### config.mk
export PLATFORM = sky130hd
export DESIGN_NAME = round_robin_thread_scheduler_unit_flat
export DESIGN_NICKNAME = d
export VERILOG_FILES = /design/src/rtl/core/rrts_pkg.sv /design/src/rtl/core/rrts_if.sv /design/src/rtl/core/rrts_ctrl.sv /design/src/rtl/core/rrts_datapath.sv /design/src/rtl/core/round_robin_thread_scheduler_unit.sv /design/src/flat_wrapper.sv
export SDC_FILE = /design/constraint.sdc
export NUM_CORES = 1
export LEC_CHECK = 0
export ABC_CLOCK_PERIOD_IN_PS = 2600
export CAP_MARGIN = 15
export CORE_MARGIN = 2
export CORE_UTILIZATION = 61
export CTS_CLUSTER_SIZE = 20
export DETAILED_ROUTE_END_ITERATION = 8
export DONT_BUFFER_PORTS = 1
export PLACE_DENSITY = 0.79
export SLEW_MARGIN = 20
export SYNTH_ARGS = -nofsm -noshare
export SYNTH_HDL_FRONTEND = slang
export SYNTH_HIERARCHICAL = 1
export SYNTH_SLANG_ARGS = --single-unit
### constraint.sdc
create_clock -name clk -period 2.6 [get_ports clk]
set_input_delay 0 -clock clk [delete_from_list [all_inputs] [get_ports clk]]
set_output_delay 0 -clock clk [all_outputs]
set_load 0.02 [all_outputs]
### src/rtl/core/rrts_pkg.sv
// Package for the round robin thread scheduler: sizes, function and mode codes,
// controller command type and the slot pick functions.
// No dependencies.
package rrts_pkg;

  localparam int THREAD_SLOTS = 4;
  localparam int IDX_W        = (THREAD_SLOTS > 1) ? $clog2(THREAD_SLOTS) : 1;
  localparam int FIELD_W      = 2;
  localparam int FUNC_W       = 2;
  localparam int MODE_W       = 2;

  localparam logic [FUNC_W-1:0] FUNC_CREATE = 2'd0;
  localparam logic [FUNC_W-1:0] FUNC_EXIT   = 2'd1;
  localparam logic [FUNC_W-1:0] FUNC_TIMER  = 2'd2;
  localparam logic [FUNC_W-1:0] FUNC_YIELD  = 2'd3;

  localparam logic [MODE_W-1:0] MODE_PREEMPT = 2'd0;
  localparam logic [MODE_W-1:0] MODE_COOP    = 2'd1;
  localparam logic [MODE_W-1:0] MODE_HYBRID  = 2'd2;

  typedef logic [THREAD_SLOTS-1:0] slot_mask_t;

  typedef struct packed {
    logic found;
    logic [IDX_W-1:0] idx;
  } pick_t;

  typedef struct packed {
    logic load;
    logic exec;
  } ctrl_cmd_t;

  // Lowest free slot.
  function automatic pick_t lowest_free(input slot_mask_t used);
    pick_t p;
    p = '0;
    for (int i = THREAD_SLOTS - 1; i >= 0; i--) begin
      if (!used[i]) begin
        p.found = 1'b1;
        p.idx   = IDX_W'(i);
      end
    end
    return p;
  endfunction

  // Next used slot after the running one, wrapping to the lowest used slot.
  function automatic pick_t next_used(input slot_mask_t used, input logic run_valid,
                                      input logic [IDX_W-1:0] run_slot);
    pick_t hi;
    pick_t any;
    hi  = '0;
    any = '0;
    for (int i = THREAD_SLOTS - 1; i >= 0; i--) begin
      if (used[i]) begin
        any.found = 1'b1;
        any.idx   = IDX_W'(i);
        if (run_valid && (IDX_W'(i) > run_slot)) begin
          hi.found = 1'b1;
          hi.idx   = IDX_W'(i);
        end
      end
    end
    return hi.found ? hi : any;
  endfunction

endpackage

### src/rtl/core/rrts_if.sv
// Request and response channel interfaces of the thread scheduler.
// Depends on rrts_pkg.
interface rrts_req_if import rrts_pkg::*; ();
  logic               valid;
  logic               ready;
  logic [FUNC_W-1:0]  func;
  logic [FIELD_W-1:0] exit_thread;

  modport source (output valid, output func, output exit_thread, input ready);
  modport sink   (input valid, input func, input exit_thread, output ready);
endinterface

interface rrts_rsp_if import rrts_pkg::*; ();
  logic               valid;
  logic               ready;
  logic               create_ok;
  logic [FIELD_W-1:0] new_thread;
  logic               switched;
  logic               saved_valid;
  logic [FIELD_W-1:0] saved_thread;
  logic               current_valid;
  logic [FIELD_W-1:0] current_thread;

  modport source (output valid, output create_ok, output new_thread, output switched,
                  output saved_valid, output saved_thread, output current_valid,
                  output current_thread, input ready);
  modport sink   (input valid, input create_ok, input new_thread, input switched,
                  input saved_valid, input saved_thread, input current_valid,
                  input current_thread, output ready);
endinterface

### src/rtl/core/rrts_ctrl.sv
// Controller of the thread scheduler: load/execute sequence and response valid.
// Depends on rrts_pkg.
module rrts_ctrl import rrts_pkg::*; (
  input  logic      clk,
  input  logic      rst,
  input  logic      req_valid,
  output logic      req_ready,
  output logic      rsp_valid,
  input  logic      rsp_ready,
  output ctrl_cmd_t cmd
);

  localparam logic ST_IDLE = 1'b0;
  localparam logic ST_EXEC = 1'b1;

  logic state;
  logic state_next;
  logic out_valid;

  // Take a word only when the response register is empty or draining.
  assign req_ready = (state == ST_IDLE) && (!out_valid || rsp_ready);
  assign rsp_valid = out_valid;
  assign cmd.load  = req_valid && req_ready;
  assign cmd.exec  = (state == ST_EXEC);

  always_comb begin
    state_next = state;
    case (state)
      ST_IDLE: begin
        if (cmd.load) state_next = ST_EXEC;
      end
      ST_EXEC: state_next = ST_IDLE;
      default: state_next = ST_IDLE;
    endcase
  end

  always_ff @(posedge clk) begin
    if (rst) begin
      state     <= ST_IDLE;
      out_valid <= 1'b0;
    end else begin
      state <= state_next;
      if (cmd.exec) begin
        out_valid <= 1'b1;
      end else if (rsp_ready) begin
        out_valid <= 1'b0;
      end
    end
  end

endmodule

### src/rtl/core/rrts_datapath.sv
// Datapath of the thread scheduler: slot mask, running thread, mode register,
// pick logic and response register. Depends on rrts_pkg.
module rrts_datapath import rrts_pkg::*; (
  input  logic               clk,
  input  logic               rst,
  input  ctrl_cmd_t          cmd,
  input  logic               cfg_we,
  input  logic [MODE_W-1:0]  cfg_data,
  input  logic [FUNC_W-1:0]  func,
  input  logic [FIELD_W-1:0] exit_thread,
  output logic               create_ok,
  output logic [FIELD_W-1:0] new_thread,
  output logic               switched,
  output logic               saved_valid,
  output logic [FIELD_W-1:0] saved_thread,
  output logic               current_valid,
  output logic [FIELD_W-1:0] current_thread
);

  logic [MODE_W-1:0]  sched_mode;
  slot_mask_t         slot_used;
  logic [IDX_W-1:0]   running_slot;
  logic               running_valid;
  logic [FUNC_W-1:0]  func_q;
  logic [FIELD_W-1:0] exit_q;

  slot_mask_t         slot_used_next;
  logic [IDX_W-1:0]   running_slot_next;
  logic               running_valid_next;
  logic               ok_next;
  logic [IDX_W-1:0]   nt_next;
  logic               sw_next;
  logic               sv_next;
  logic [IDX_W-1:0]   st_next;
  logic               do_switch;
  slot_mask_t         used_eff;
  pick_t              free_pick;
  pick_t              run_pick;

  always_comb begin
    used_eff = slot_used;
    if ((func_q == FUNC_EXIT) && (32'(exit_q) < THREAD_SLOTS)) begin
      used_eff[IDX_W'(exit_q)] = 1'b0;
    end
  end

  assign free_pick = lowest_free(slot_used);
  assign run_pick  = next_used(used_eff, running_valid, running_slot);

  always_comb begin
    case (func_q)
      FUNC_CREATE: do_switch = 1'b0;
      FUNC_EXIT:   do_switch = 1'b1;
      FUNC_TIMER:  do_switch = (sched_mode != MODE_COOP);
      FUNC_YIELD:  do_switch = (sched_mode != MODE_PREEMPT);
      default:     do_switch = 1'b0;
    endcase
  end

  always_comb begin
    slot_used_next     = used_eff;
    running_slot_next  = running_slot;
    running_valid_next = running_valid;
    ok_next            = 1'b0;
    nt_next            = '0;
    sw_next            = 1'b0;
    sv_next            = 1'b0;
    st_next            = '0;
    if (func_q == FUNC_CREATE) begin
      if (free_pick.found) begin
        slot_used_next[free_pick.idx] = 1'b1;
        ok_next = 1'b1;
        nt_next = free_pick.idx;
      end
    end else if (do_switch) begin
      if (!running_valid) begin
        if (run_pick.found) begin
          running_slot_next  = run_pick.idx;
          running_valid_next = 1'b1;
          sw_next            = 1'b1;
        end
      end else if (!(run_pick.found && (run_pick.idx == running_slot))) begin
        sw_next = 1'b1;
        sv_next = 1'b1;
        st_next = running_slot;
        // Last used slot gone: drop to no running thread.
        running_slot_next  = run_pick.found ? run_pick.idx : '0;
        running_valid_next = run_pick.found;
      end
    end
  end

  always_ff @(posedge clk) begin
    if (rst) begin
      sched_mode    <= MODE_PREEMPT;
      slot_used     <= '0;
      running_slot  <= '0;
      running_valid <= 1'b0;
    end else begin
      if (cfg_we) sched_mode <= cfg_data;
      if (cmd.exec) begin
        slot_used     <= slot_used_next;
        running_slot  <= running_slot_next;
        running_valid <= running_valid_next;
      end
    end
  end

  always_ff @(posedge clk) begin
    if (cmd.load) begin
      func_q <= func;
      exit_q <= exit_thread;
    end
    if (cmd.exec) begin
      create_ok      <= ok_next;
      new_thread     <= FIELD_W'(nt_next);
      switched       <= sw_next;
      saved_valid    <= sv_next;
      saved_thread   <= FIELD_W'(st_next);
      current_valid  <= running_valid_next;
      current_thread <= running_valid_next ? FIELD_W'(running_slot_next) : '0;
    end
  end

endmodule

### src/rtl/core/round_robin_thread_scheduler_unit.sv
// Top level of the round robin thread scheduler: controller plus datapath.
// Depends on rrts_pkg, rrts_if, rrts_ctrl and rrts_datapath.
//
//   channel  direction  handshake        word
//   req      in         valid/ready      func, exit_thread
//   rsp      out        valid/ready      create_ok .. current_thread
//   cfg      in         cfg_we           cfg_data (sched_mode)
//
// Each word is first loaded from the request, then picked and applied to state
// in the controller's execute state; its load/execute sequence sets this order.
// Reset clears the slot mask, the running thread, the mode and the response valid.
// A result waits in the response register; the next word is taken once that
// register is empty or drained in the same cycle.
module round_robin_thread_scheduler_unit import rrts_pkg::*; (
  input  logic              clk,
  input  logic              rst,
  input  logic              cfg_we,
  input  logic [MODE_W-1:0] cfg_data,
  rrts_req_if.sink          req,
  rrts_rsp_if.source        rsp
);

  ctrl_cmd_t cmd;

  rrts_ctrl u_ctrl (
    .clk       (clk),
    .rst       (rst),
    .req_valid (req.valid),
    .req_ready (req.ready),
    .rsp_valid (rsp.valid),
    .rsp_ready (rsp.ready),
    .cmd       (cmd)
  );

  rrts_datapath u_datapath (
    .clk            (clk),
    .rst            (rst),
    .cmd            (cmd),
    .cfg_we         (cfg_we),
    .cfg_data       (cfg_data),
    .func           (req.func),
    .exit_thread    (req.exit_thread),
    .create_ok      (rsp.create_ok),
    .new_thread     (rsp.new_thread),
    .switched       (rsp.switched),
    .saved_valid    (rsp.saved_valid),
    .saved_thread   (rsp.saved_thread),
    .current_valid  (rsp.current_valid),
    .current_thread (rsp.current_thread)
  );

endmodule
### src/flat_wrapper.sv
// flat-port wrapper written by rule: the top's interface ports become plain ports
module round_robin_thread_scheduler_unit_flat import rrts_pkg::*;
  (clk, rst, cfg_we, cfg_data, req_valid, req_func, req_exit_thread, req_ready, rsp_valid, rsp_create_ok, rsp_new_thread, rsp_switched, rsp_saved_valid, rsp_saved_thread, rsp_current_valid, rsp_current_thread, rsp_ready);
  rrts_req_if req_i ();
  rrts_rsp_if rsp_i ();
  input  logic clk;
  input  logic rst;
  input  logic cfg_we;
  input  logic [MODE_W-1:0] cfg_data;
  input wire logic [$bits(req_i.valid)-1:0] req_valid;
  input wire logic [$bits(req_i.func)-1:0] req_func;
  input wire logic [$bits(req_i.exit_thread)-1:0] req_exit_thread;
  output wire logic [$bits(req_i.ready)-1:0] req_ready;
  output wire logic [$bits(rsp_i.valid)-1:0] rsp_valid;
  output wire logic [$bits(rsp_i.create_ok)-1:0] rsp_create_ok;
  output wire logic [$bits(rsp_i.new_thread)-1:0] rsp_new_thread;
  output wire logic [$bits(rsp_i.switched)-1:0] rsp_switched;
  output wire logic [$bits(rsp_i.saved_valid)-1:0] rsp_saved_valid;
  output wire logic [$bits(rsp_i.saved_thread)-1:0] rsp_saved_thread;
  output wire logic [$bits(rsp_i.current_valid)-1:0] rsp_current_valid;
  output wire logic [$bits(rsp_i.current_thread)-1:0] rsp_current_thread;
  input wire logic [$bits(rsp_i.ready)-1:0] rsp_ready;
  assign req_i.valid = req_valid;
  assign req_i.func = req_func;
  assign req_i.exit_thread = req_exit_thread;
  assign req_ready = req_i.ready;
  assign rsp_valid = rsp_i.valid;
  assign rsp_create_ok = rsp_i.create_ok;
  assign rsp_new_thread = rsp_i.new_thread;
  assign rsp_switched = rsp_i.switched;
  assign rsp_saved_valid = rsp_i.saved_valid;
  assign rsp_saved_thread = rsp_i.saved_thread;
  assign rsp_current_valid = rsp_i.current_valid;
  assign rsp_current_thread = rsp_i.current_thread;
  assign rsp_i.ready = rsp_ready;
  round_robin_thread_scheduler_unit u_core (.clk(clk), .rst(rst), .cfg_we(cfg_we), .cfg_data(cfg_data), .req(req_i), .rsp(rsp_i));
endmodule
# [Word level (Yosys, flattened, before mapping)]
# Index checks and enable logic that the tools add are counted.
# Widths: inputs -> output; s select.
[word_totals] inputBits=11 ff_bits=25 out_inout_bits=12 wordCells=95
[classes] n_reduce_logical=18 n_eq_ne=5 magnitude_cmp=8 bitwise=6 mux=43
[op_table] cell="$mux 3" count=17
[op_table] cell="$mux 1" count=13
[op_table] cell="$mux 2" count=6
[op_table] cell="$mux 4" count=3
[op_table] cell="$logic_and 1x1->1" count=9
[op_table] cell="$lt 2x3->1 const B" count=2
[op_table] cell="$and 4x4->4" count=1
[op_table] cell="$demux 1 s2" count=2
[op_table] cell="$eq 2x2->1 const B" count=2
[op_table] cell="$ge 2x1->1 const B" count=2
[op_table] cell="$gt 1x2->1 const A" count=2
[op_table] cell="$gt 2x2->1 const A" count=2
[op_table] cell="$not 4->4" count=1
[op_table] cell="$or 4x4->4" count=1
[op_table] cell="$pmux 1 s4" count=1
[op_table] cell="$reduce_bool 2->1" count=2
[op_table] cell="$reduce_or 4->1" count=1
[op_table] cell="$not 1->1" count=3
[op_table] cell="$reduce_or 3->1" count=1
[op_table] cell="$eq 2x1->1 const B" count=1
[op_table] cell="$eq 2x2->1" count=1
[op_table] cell="$logic_not 2->1" count=1
[op_table] cell="$ne 2x1->1 const B" count=1
[op_table] cell="$pmux 1 s2" count=1
[op_table] cell="4 further kinds" count=4

# [Logic depth before layout (Yosys ltp)]
# Gate-level depths: netlist of the first run.
[depth] depth_word=21 depth_mapped=7 mapped_depth_nobuf=6

# [Cells and area by module]
# The synthesis of the first run kept the hierarchy.
[by_module_without_submodules] mod="rrts_datapath" seq_area_each_um2=600.6 area_each_um2=1146.1 n_inst=1 cells_per_inst=118
[by_module_without_submodules] mod="rrts_ctrl" seq_area_each_um2=40.0 area_each_um2=97.6 n_inst=1 cells_per_inst=8

# [Worst setup path before layout of the first run]
# Ideal clock, no wire load.
[synth_path] kind="flip-flop to flip-flop" from="reg u_core.u_datapath.func_q[1]" to="reg u_core.u_datapath.switched (data pin)" path_slack_ns=0.531 t_arrival_ns=1.795 period_less_slack_ns=2.069 t_required_ns=2.326 stages_incl_launch_ff=6 cell_sequence="edfxtp_1 > or4b_4 > a222oi_1 > a21oi_2 > mux2i_2 > a31oi_1"
[synth_between] elab_chain_cells=14 word_cells_on_any_way=25 classes_between="eq/ne (4); mux (17); bitwise (1); reduce/logical (3)"
[synth_rtl] item="start, declared" line_no="rrts_datapath.sv:24" source="logic [FUNC_W-1:0] func_q;"
[synth_rtl] item="start signal, assigned" line_no="rrts_datapath.sv:111" source="func_q <= func;"
[synth_rtl] item="$eq 2x1->1" line_no="rrts_datapath.sv:42, rrts_datapath.sv:51"
[synth_rtl] item="$mux 4" line_no="rrts_datapath.sv:42" source="if ((func_q == FUNC_EXIT) && (32'(exit_q) < THREAD_SLOTS)) begin"
[synth_rtl] item="$mux 3" line_no="rrts_pkg.sv:54" source="if (used[i]) begin"
[synth_rtl] item="$mux 3" line_no="rrts_pkg.sv:57" source="if (run_valid && (IDX_W'(i) > run_slot)) begin"
[synth_rtl] item="$mux 3" line_no="rrts_pkg.sv:54"
[synth_rtl] item="$mux 3" line_no="rrts_pkg.sv:57"
[synth_rtl] item="$mux 3" line_no="rrts_pkg.sv:54"
[synth_rtl] item="$mux 3" line_no="rrts_pkg.sv:57"
[synth_rtl] item="$mux 3" line_no="rrts_pkg.sv:54"
[synth_rtl] item="$mux 3" line_no="rrts_pkg.sv:63" source="return hi.found ? hi : any;"
[synth_rtl] item="$eq 2x2->1" line_no="rrts_datapath.sv:82" source="end else if (!(run_pick.found && (run_pick.idx == running_slot))) begin"
[synth_rtl] item="$logic_and 1x1->1" line_no="rrts_datapath.sv:82"
[synth_rtl] item="$mux 1" line_no="rrts_datapath.sv:82"
[synth_rtl] item="$mux 1" line_no="rrts_datapath.sv:76" source="if (!running_valid) begin"
[synth_rtl] item="end signal, assigned" line_no="rrts_datapath.sv:117" source="switched <= sw_next;"
[synth_rtl] item="end, declared" line_no="rrts_datapath.sv:13" source="output logic switched,"
# Several ways; a longest one is shown, not always the timed one.
# A chain may end at the register's enable or synchronous reset.

# [Worst setup path in the final report of the first run]
# Ends and elaborated chain as after synthesis.

==> out/metrics.cfg, run 1 <==
[sta]
final-hold-violation-count=0
fmax_mhz=432
period_share=0.890
finalMaxSlewViolations=0
slew_headroom=0.405
setup_violations=0
tightest_slew_ns=0.891
grt_setup_unrepaired=no
tns_ns=0
min_period_ns=2.31
finClkSkew_ns=0.00738

[worst_setup_path]
r2r_slack_ns=0.29
reg2reg_depth=5
cp_data_required_time_ns=2.65
critPathLaunchType=register
crit_type=reg -> reg
slowest_delay_ns=0.59
worstReg2RegEnd=u_core/u_datapath/switched
worst-path-stages=5
worst_path_max_delay_cell=or4b_4
cp_num_buf_inv=0
path_cells=or4b_4 -> a222oi_1 -> a21oi_2 -> mux2i_2 -> a31oi_1
critPathCapture=u_core/u_datapath/switched
crit_fanout=6
cp.arrival_ns=2.36
cp-startpoint=u_core/u_datapath/func_q[1]
r2r_start=u_core/u_datapath/func_q[1]
cp_top_family=compound AO/OA/AOI/OAI gates
endpoint_kind=register

[route]
vias=1016
first_iter_violations=48
drc=0
ant_nets=0
wl_mm=2.55
first_pass_iters=4
wl_per_cell_um=15.6
via_per_inst=6.23

[synth]
synth_cells=126
synthTopCellsByArea=edfxtp_1, dfxtp_1, a21oi_1, nand2_1, nor2_1
ys_ff_latch=25
synth.net_count=137
yosysTopAreaCellShare=0.338
synth_area_um2=1240
yosysTopAreaCell=edfxtp_1
ys_warn_count=6
synth_cell_type_count=39
ys_seq_area_frac=0.515
postSynthAreaPerCell_um2=9.87

[finish]
final_area_um2=1400
final_nets=148
antenna_cells=0
area_growth_pct=12.7
drive_gt1_frac=0.103
layout_common_cells=nand2_1, edfxtp_1, nor2_1, a21oi_1, dlygate4sd3_1
layout_commonest_cell=nand2_1

[grt]
grt_max_degree=25
grt_use_total=0.235
gr-total-overflow=0
grt_pass1_vias=967
grt_first_pass_wirelength_mm=4.37
antenna_found_initial=0

[clock_network]
cts_tree=yes
cts.sinks=25
clk_pin_slew_worst_paths_ns=0.14
cts_made_buffers=3
clockBufferDepth=2
htree_levels=1
hold_buffers=12
cts_root_buffer=clkbuf_4
ctsResizeCount=0
cts_setup_buffers=0
worst_skew_pair.late_latency_ns=0.31

[power]
power_mw=0.728
power.leakage_nw=0.470
power.density_nw_per_um2=520
ir_drop_uv=426

[hold_path]
worstHoldPathCells=1
hold_path_class=in -> reg

[floorplanning]
core_um2=1940
die_w_um=49.2
die_height_um=49.2
rows=16
start_util=0.640
die_area_um2=2420
pin_count=23

[place]
dpl.hpwl_mm=1.63
postPlaceCellArea_um2=1250
port_buffers=0
gp_congestion=0.836

[outcome]
status=finished clean

[run]
maxCapViolations=0

cells in the mapped netlist, drive strengths merged:
cell / n
and4bb: 1
nor4b: 1
buf: 1
mux2: 1
nor3b: 1
or4b: 1
a31oi: 2
o21ba: 2
nand4: 1
nand4b: 1
nand2: 15
nand3: 2
nand2b: 2
nor3: 4
o211ai: 3
o32ai: 1
nor2: 13
a222oi: 1
o31ai: 1
a32oi: 1
nand4bb: 1
o22ai: 1
a21o: 2
a211oi: 2
dfxtp: 11
or3b: 1
nor2b: 2
o21ai: 5
mux2i: 4
a21oi: 14
inv: 6
edfxtp: 14
a2bb2oi: 1
clkbuf: 6
a41oi: 1
area by class of cell:
class / count / area (um^2)
fillers: 146 / 541
clock buffers: 4 / 26.3
repair buffers: 13 / 128
flip-flops and latches: 25 / 641
multi-input cells: 88 / 551
inverters: 6 / 22.5
well taps: 27 / 33.8
cell families (layout without fill, tap and decap cells):
family | after synthesis | count (layout) | share of synthesized area
flip-flops | 25 | 25 | 0.515
multiplexers | 5 | 5 | 0.0443
AND/OR/NAND/NOR | 46 | 46 | 0.202
buffers and inverters | 13 | 23 | 0.0423
AO/OA/AOI/OAI | 37 | 37 | 0.196
sequential cells by signal, indices dropped and copies added, names as in the netlist, 2 cells and up:
name                              count
u_core/u_datapath/saved_thread        2
u_core/u_datapath/func_q              2
u_core/u_datapath/slot_used           4
u_core/u_datapath/new_thread          2
u_core/u_datapath/sched_mode          2
u_core/u_datapath/current_thread      2
u_core/u_datapath/exit_q              2
u_core/u_datapath/running_slot        2
routing by layer:
layer,global-route usage,up-vias,wire [um]
met5,0,-,0
met4,0.0857,0,14
met3,0.0245,4,156
met2,0.428,54,1320
met1,0.285,471,1060
li1,-,487,-
power by group:
part           total [mW]  internal (mW)  leakage (nW)  switching, mW
registers           0.471          0.438         0.224         0.0335
clock network       0.173         0.0599        0.0150          0.113
logic              0.0845         0.0421         0.231         0.0425
through the flow:
stage	util	setup WS, ns	std cells	hold slack (ns)
floorplan	-	0.531	126	0.0742
global placement	0.646	0.443	147	0.0723
detailed placement	0.646	0.335	147	0.0736
CTS	0.722	0.310	163	0.0216
global route	0.722	0.213	163	0.0253
finish	0.722	0.287	163	0.0259
worst min-delay path by stage:
stage                    from                        endpoint  slack, ns
floorplan                 rst             u_core/u_ctrl/state       0.07
global placement          rst  u_core/u_datapath/slot_used[0]       0.07
detailed placement        rst  u_core/u_datapath/slot_used[0]       0.07
CTS                 req_valid     u_core/u_datapath/exit_q[1]       0.02
global route        req_valid     u_core/u_datapath/func_q[0]       0.03
finish              req_valid     u_core/u_datapath/exit_q[1]       0.03
(Power assumes the default switching activity.)
==> inputs of run 2 (changes only) <==
--- a/config.mk
+++ b/config.mk
@@ -8,11 +8,11 @@
 export ABC_CLOCK_PERIOD_IN_PS = 2600
 export CAP_MARGIN = 15
 export CORE_MARGIN = 2
-export CORE_UTILIZATION = 61
+export CORE_UTILIZATION = 60
 export CTS_CLUSTER_SIZE = 20
 export DETAILED_ROUTE_END_ITERATION = 8
 export DONT_BUFFER_PORTS = 1
-export PLACE_DENSITY = 0.79
+export PLACE_DENSITY = 0.78
 export SLEW_MARGIN = 20
 export SYNTH_ARGS = -nofsm -noshare
 export SYNTH_HDL_FRONTEND = slang
==> out/metrics.cfg, run 2 (synthesis results as in run 1) <==
[outcome]
status=finished clean

[place]
port_buffers=0  ; unchanged
postPlaceCellArea_um2=1250  ; unchanged
dpl.hpwl_mm=1.52  ; -6.6%
gp_congestion=0.842  ; +0.75%

[grt]
grt_pass1_vias=851  ; -12%
grt_max_degree=25  ; unchanged
grt_first_pass_wirelength_mm=3.77  ; -14%
antenna_found_initial=0  ; unchanged
grt_use_total=0.199  ; -0.0360
gr-total-overflow=0  ; unchanged

[floorplanning]
start_util=0.634  ; -0.00654
die_height_um=49.5  ; +0.76%
pin_count=23  ; unchanged
die_w_um=49.5  ; +0.76%
core_um2=1960  ; +1.0%
rows=16  ; unchanged
die_area_um2=2450  ; +1.5%

[clock_network]
clockBufferDepth=2  ; unchanged
cts_made_buffers=3  ; unchanged
cts_tree=yes
clk_pin_slew_worst_paths_ns=0.13  ; about the same
htree_levels=1  ; unchanged
worst_skew_pair.late_latency_ns=0.32  ; about the same
cts_root_buffer=clkbuf_4
cts_setup_buffers=0  ; unchanged
cts.sinks=25  ; unchanged

[finish]
multi_input_area_um2=551  ; unchanged
final_area_um2=1400  ; unchanged
antenna_cells=0  ; unchanged
area_growth_pct=12.7  ; unchanged
largest_register_ffs=4  ; unchanged
top_register=u_core/u_datapath/slot_used
ff_latch_area_um2=641  ; unchanged
layout_commonest_cell=nand2_1
fillCellCount=150  ; +2.7%
final_nets=148  ; unchanged
layout_common_cells=nand2_1, edfxtp_1, nor2_1, a21oi_1, dlygate4sd3_1
drive_gt1_frac=0.103  ; unchanged

[route]
first_pass_iters=4  ; unchanged
vias=994  ; -2.2%
ant_nets=0  ; unchanged
wl_mm=2.33  ; -8.5%
drc=0  ; unchanged
via_per_inst=6.10  ; -2.2%
first_iter_violations=31  ; -35%
wl_per_cell_um=14.3  ; -8.5%

[sta]
tns_ns=0  ; unchanged
period_share=0.857  ; -0.0331
setup_violations=0  ; unchanged
slew_headroom=0.399  ; -0.00668
final-hold-violation-count=0  ; unchanged
finalMaxSlewViolations=0  ; unchanged
tightest_slew_ns=0.901  ; +0.0100 ns
min_period_ns=2.23  ; -0.0860 ns
finClkSkew_ns=0.00373  ; -0.00365 ns
fmax_mhz=449  ; +3.9%
grt_setup_unrepaired=no

[run]
maxCapViolations=0  ; unchanged

[worst_setup_path]
slowest_delay_ns=0.57  ; -0.02 ns
cp_top_family=compound AO/OA/AOI/OAI gates
crit_fanout=6  ; unchanged
critPathLaunchType=register
r2r_slack_ns=0.37  ; +0.09 ns
path_cells=or4b_4 -> a222oi_1 -> a21oi_2 -> mux2i_2 -> a31oi_1
worst_path_max_delay_cell=or4b_4
cp_num_buf_inv=0  ; unchanged
endpoint_kind=register
cp_data_required_time_ns=2.67  ; +0.02 ns
cp.arrival_ns=2.29  ; -0.07 ns
crit_type=reg -> reg

[power]
ir_drop_uv=389  ; -8.7%
p_int_mw=0.540  ; about the same
p_sw_mw=0.184  ; -2.7%
pwr-share-seq=0.649  ; +0.002
power_mw=0.723  ; -0.70%
pwr-share-comb=0.114  ; -0.002
p_clk_frac=0.236  ; about the same
power.density_nw_per_um2=516  ; -0.70%
power.leakage_nw=0.470  ; unchanged
p_sw_frac=0.254  ; -0.00530

[hold_path]
hold_path_class=in -> reg

run 2: worst paths after layout:
path | start | endpoint | cells past startpoint
worst max-delay path | u_core/u_datapath/func_q[1] | u_core/u_datapath/switched | 5
worst min-delay path | req_valid | u_core/u_datapath/exit_q[0] | 1
worst max register to register | u_core/u_datapath/func_q[1] | u_core/u_datapath/switched | 5
worst min register to register | u_core/u_datapath/slot_used[0] | u_core/u_datapath/slot_used[0] | 2
run 2: final cells by class:
class	count	area share
sequential	25	0.457
inverter	6	0.0161
timing repair buffer	13	0.0911
tap	27	0.0241
multi-input combinational	88	0.393
clock buffer	4	0.0188
run 2: what timing repair did:
item,4_1_cts,5_1_grt
gates resized for setup,0,0
hold endpoints to repair,15,0
hold buffers,12,0
run 2: metal layers:
| layer | vias up | GRT usage | routed length (um) | part of all wire |
|---|---|---|---|---|
| li1 | 490 | - | - | - |
| met5 | - | 0 | 0 | 0 |
| met4 | 0 | 0.0833 | 29 | 0.012 |
| met1 | 456 | 0.259 | 1010 | 0.43 |
| met2 | 45 | 0.331 | 1160 | 0.50 |
| met3 | 3 | 0.0303 | 131 | 0.056 |
run 2: per-stage QoR:
step | setup WS, ns | hold WS [ns] | cells | utilization
3_5_place_dp | 0.380 | 0.0728 | 147 | 0.640
6_report | 0.373 | 0.0321 | 163 | 0.714
2_1_floorplan | 0.531 | 0.0742 | 126 | -
4_1_cts | 0.363 | 0.0194 | 163 | 0.714
3_3_place_gp | 0.441 | 0.0722 | 147 | 0.640
5_1_grt | 0.279 | 0.0126 | 163 | 0.714
run 2: power groups by stage:
stage,Clock (mW),Combinational [mW],Sequential (mW)
floorplan,0,0.0646,0.465
global placement,0,0.0613,0.478
detailed placement,0,0.0626,0.479
CTS,0.169,0.0809,0.470
global route,0.196,0.0905,0.473
finish,0.171,0.0827,0.470
==> inputs of run 3 (changes only) <==
--- a/config.mk
+++ b/config.mk
@@ -13,6 +13,7 @@
 export DETAILED_ROUTE_END_ITERATION = 8
 export DONT_BUFFER_PORTS = 1
 export PLACE_DENSITY = 0.78
+export RECOVER_POWER = 100
 export SLEW_MARGIN = 20
 export SYNTH_ARGS = -nofsm -noshare
 export SYNTH_HDL_FRONTEND = slang
==> out/metrics.cfg, run 3 (synthesis results as in run 1) <==
[place]
dp.cells=147  ; unchanged
place_ws_ns=0.380  ; unchanged
gp_congestion=0.842  ; unchanged
port_buffers=0  ; unchanged
dpl.hpwl_mm=1.52  ; unchanged

[hold_path]
worstHoldPathCells=1  ; unchanged
hold_end=u_core/u_datapath/exit_q[0]
holdCritStartpoint=req_valid
hold_path_class=in -> reg

[grt]
grt_max_degree=25  ; unchanged
antenna_found_initial=0  ; unchanged
use_met2=0.331  ; unchanged
use_met3=0.0303  ; unchanged
top_usage_layer=met2
gr-total-overflow=0  ; unchanged
grt_use_total=0.199  ; unchanged
met1_usage=0.259  ; unchanged
grt_pass1_vias=851  ; unchanged
grt_first_pass_wirelength_mm=3.77  ; unchanged

[power]
power_mw=0.718  ; -0.72%
power.leakage_nw=0.468  ; -0.29%
p_sw_mw=0.180  ; -2.1%
pwr-share-comb=0.112  ; -0.002
p_clk_frac=0.235  ; about the same
power.density_nw_per_um2=518  ; +0.27%
pwr-share-seq=0.653  ; +0.004
p_int_mw=0.538  ; -0.24%
ir_drop_uv=386  ; -0.62%
p_sw_frac=0.250  ; -0.00363

[floorplanning]
core_um2=1960  ; unchanged
die_area_um2=2450  ; unchanged
start_util=0.634  ; unchanged
pin_count=23  ; unchanged
rows=16  ; unchanged
die_w_um=49.5  ; unchanged
die_height_um=49.5  ; unchanged

[finish]
antenna_cells=0  ; unchanged
final_nets=148  ; unchanged
layout_common_cells=nand2_1, a21oi_1, edfxtp_1, nor2_1, dlygate4sd3_1
largest_register_ffs=4  ; unchanged
ff_latch_area_um2=641  ; unchanged
layout_commonest_cell=nand2_1
area_growth_pct=11.6
drive_gt1_frac=0.0735  ; -0.0294
top_register=u_core/u_datapath/slot_used
fillCellCount=155  ; +3.3%
fin_cells=163  ; unchanged
multi_input_area_um2=537  ; -2.5%

[route]
drc=0  ; unchanged
wl_mm=2.29  ; -1.8%
first_iter_violations=31  ; unchanged
vias=999  ; +0.50%
ant_nets=0  ; unchanged
first_pass_iters=6  ; +2
via_per_inst=6.13  ; +0.50%
wl_per_cell_um=14.0  ; -1.8%

[clock_network]
clk_pin_slew_worst_paths_ns=0.13  ; about the same
cts_root_buffer=clkbuf_4
worst_skew_pair.late_latency_ns=0.31  ; about the same
htree_levels=1  ; unchanged
cts_setup_buffers=0  ; unchanged
cts_tree=yes
cts_made_buffers=3  ; unchanged
clockBufferDepth=2  ; unchanged
cts.sinks=25  ; unchanged

[sta]
final-hold-violation-count=0  ; unchanged
fmax_mhz=443  ; -1.4%
finalMaxSlewViolations=0  ; unchanged
setup_violations=0  ; unchanged
period_share=0.869  ; +0.0122
finClkSkew_ns=0.00537  ; +0.00165 ns
slew_headroom=0.434  ; +0.0351
tightest_slew_ns=0.848  ; -0.0526 ns
timing.final.ws_setup_ns=0.341  ; -0.0317 ns
tns_ns=0  ; unchanged
min_period_ns=2.26  ; +0.0317 ns
grt_setup_unrepaired=no

[worst_setup_path]
endpoint_kind=register
crit_type=reg -> reg
cp_data_required_time_ns=2.67  ; about the same
crit_fanout=6  ; unchanged
r2r_slack_ns=0.34  ; -0.03 ns
worstReg2RegEnd=u_core/u_datapath/switched
reg2reg_depth=5  ; unchanged
critPathLaunchType=register
r2r_start=u_core/u_datapath/func_q[1]
cp.arrival_ns=2.32  ; +0.03 ns

[outcome]
status=finished clean

[run]
maxCapViolations=0  ; unchanged

==> run 3: cell counts in the layout (fill, tap and decap cells not counted) <==
Identical to the previous run, type by type.
==> run 3: worst max path at each step <==
stage / slack [ns] / startpoint / to / depth (start not counted)
floorplan: 0.53 / u_core/u_datapath/func_q[1] / u_core/u_datapath/switched / 5
global placement: 0.44 / u_core/u_datapath/func_q[1] / u_core/u_datapath/switched / 5
detailed placement: 0.38 / u_core/u_datapath/func_q[1] / u_core/u_datapath/saved_thread[1] / 5
CTS: 0.36 / u_core/u_datapath/func_q[1] / u_core/u_datapath/saved_thread[1] / 5
global route: 0.19 / u_core/u_datapath/func_q[1] / u_core/u_datapath/saved_thread[1] / 5
finish: 0.34 / u_core/u_datapath/func_q[1] / u_core/u_datapath/switched / 5
==> run 3: through the flow <==
step,utilization,area (um^2),hold WS (ns)
2_1_floorplan,-,1240,0.0742
3_3_place_gp,0.640,1250,0.0722
3_5_place_dp,0.640,1250,0.0728
4_1_cts,0.714,1400,0.0194
5_1_grt,0.707,1390,0.0118
6_report,0.707,1390,0.0345
==> run 3: worst max-delay path: stages, from the launching register on <==
cell and delay [ns]:
edfxtp_1 0.46, or4b_1 0.59, a222oi_1 0.44, a21oi_1 0.15, mux2i_2 0.27, a31oi_1 0.11
==> run 3: metal layers <==
metal,part of all wire,up-vias,routed length (um)
met5,0,-,0
met1,0.44,457,997
met4,0.013,0,29
met3,0.057,3,130
met2,0.49,52,1130
li1,-,487,-
==> run 3: layout make-up <==
type / count / share of cell area
repair buffers: 13 / 0.0920
clock buffers: 4 / 0.0189
well taps: 27 / 0.0243
inverters: 6 / 0.0162
flip-flops and latches: 25 / 0.462
multi-input cells: 88 / 0.387
==> run 3: what timing repair did <==
item / CTS / global route
hold endpoints to repair: 15 / 0
gates resized for setup: 0 / 0
hold buffers: 12 / 0
==> run 3: power groups by stage <==
stage	combinational, mW	clock, mW	sequential (mW)
CTS	0.0809	0.169	0.470
finish	0.0806	0.169	0.469
global route	0.0886	0.196	0.472
floorplan	0.0646	0	0.465
detailed placement	0.0626	0	0.479
global placement	0.0613	0	0.478
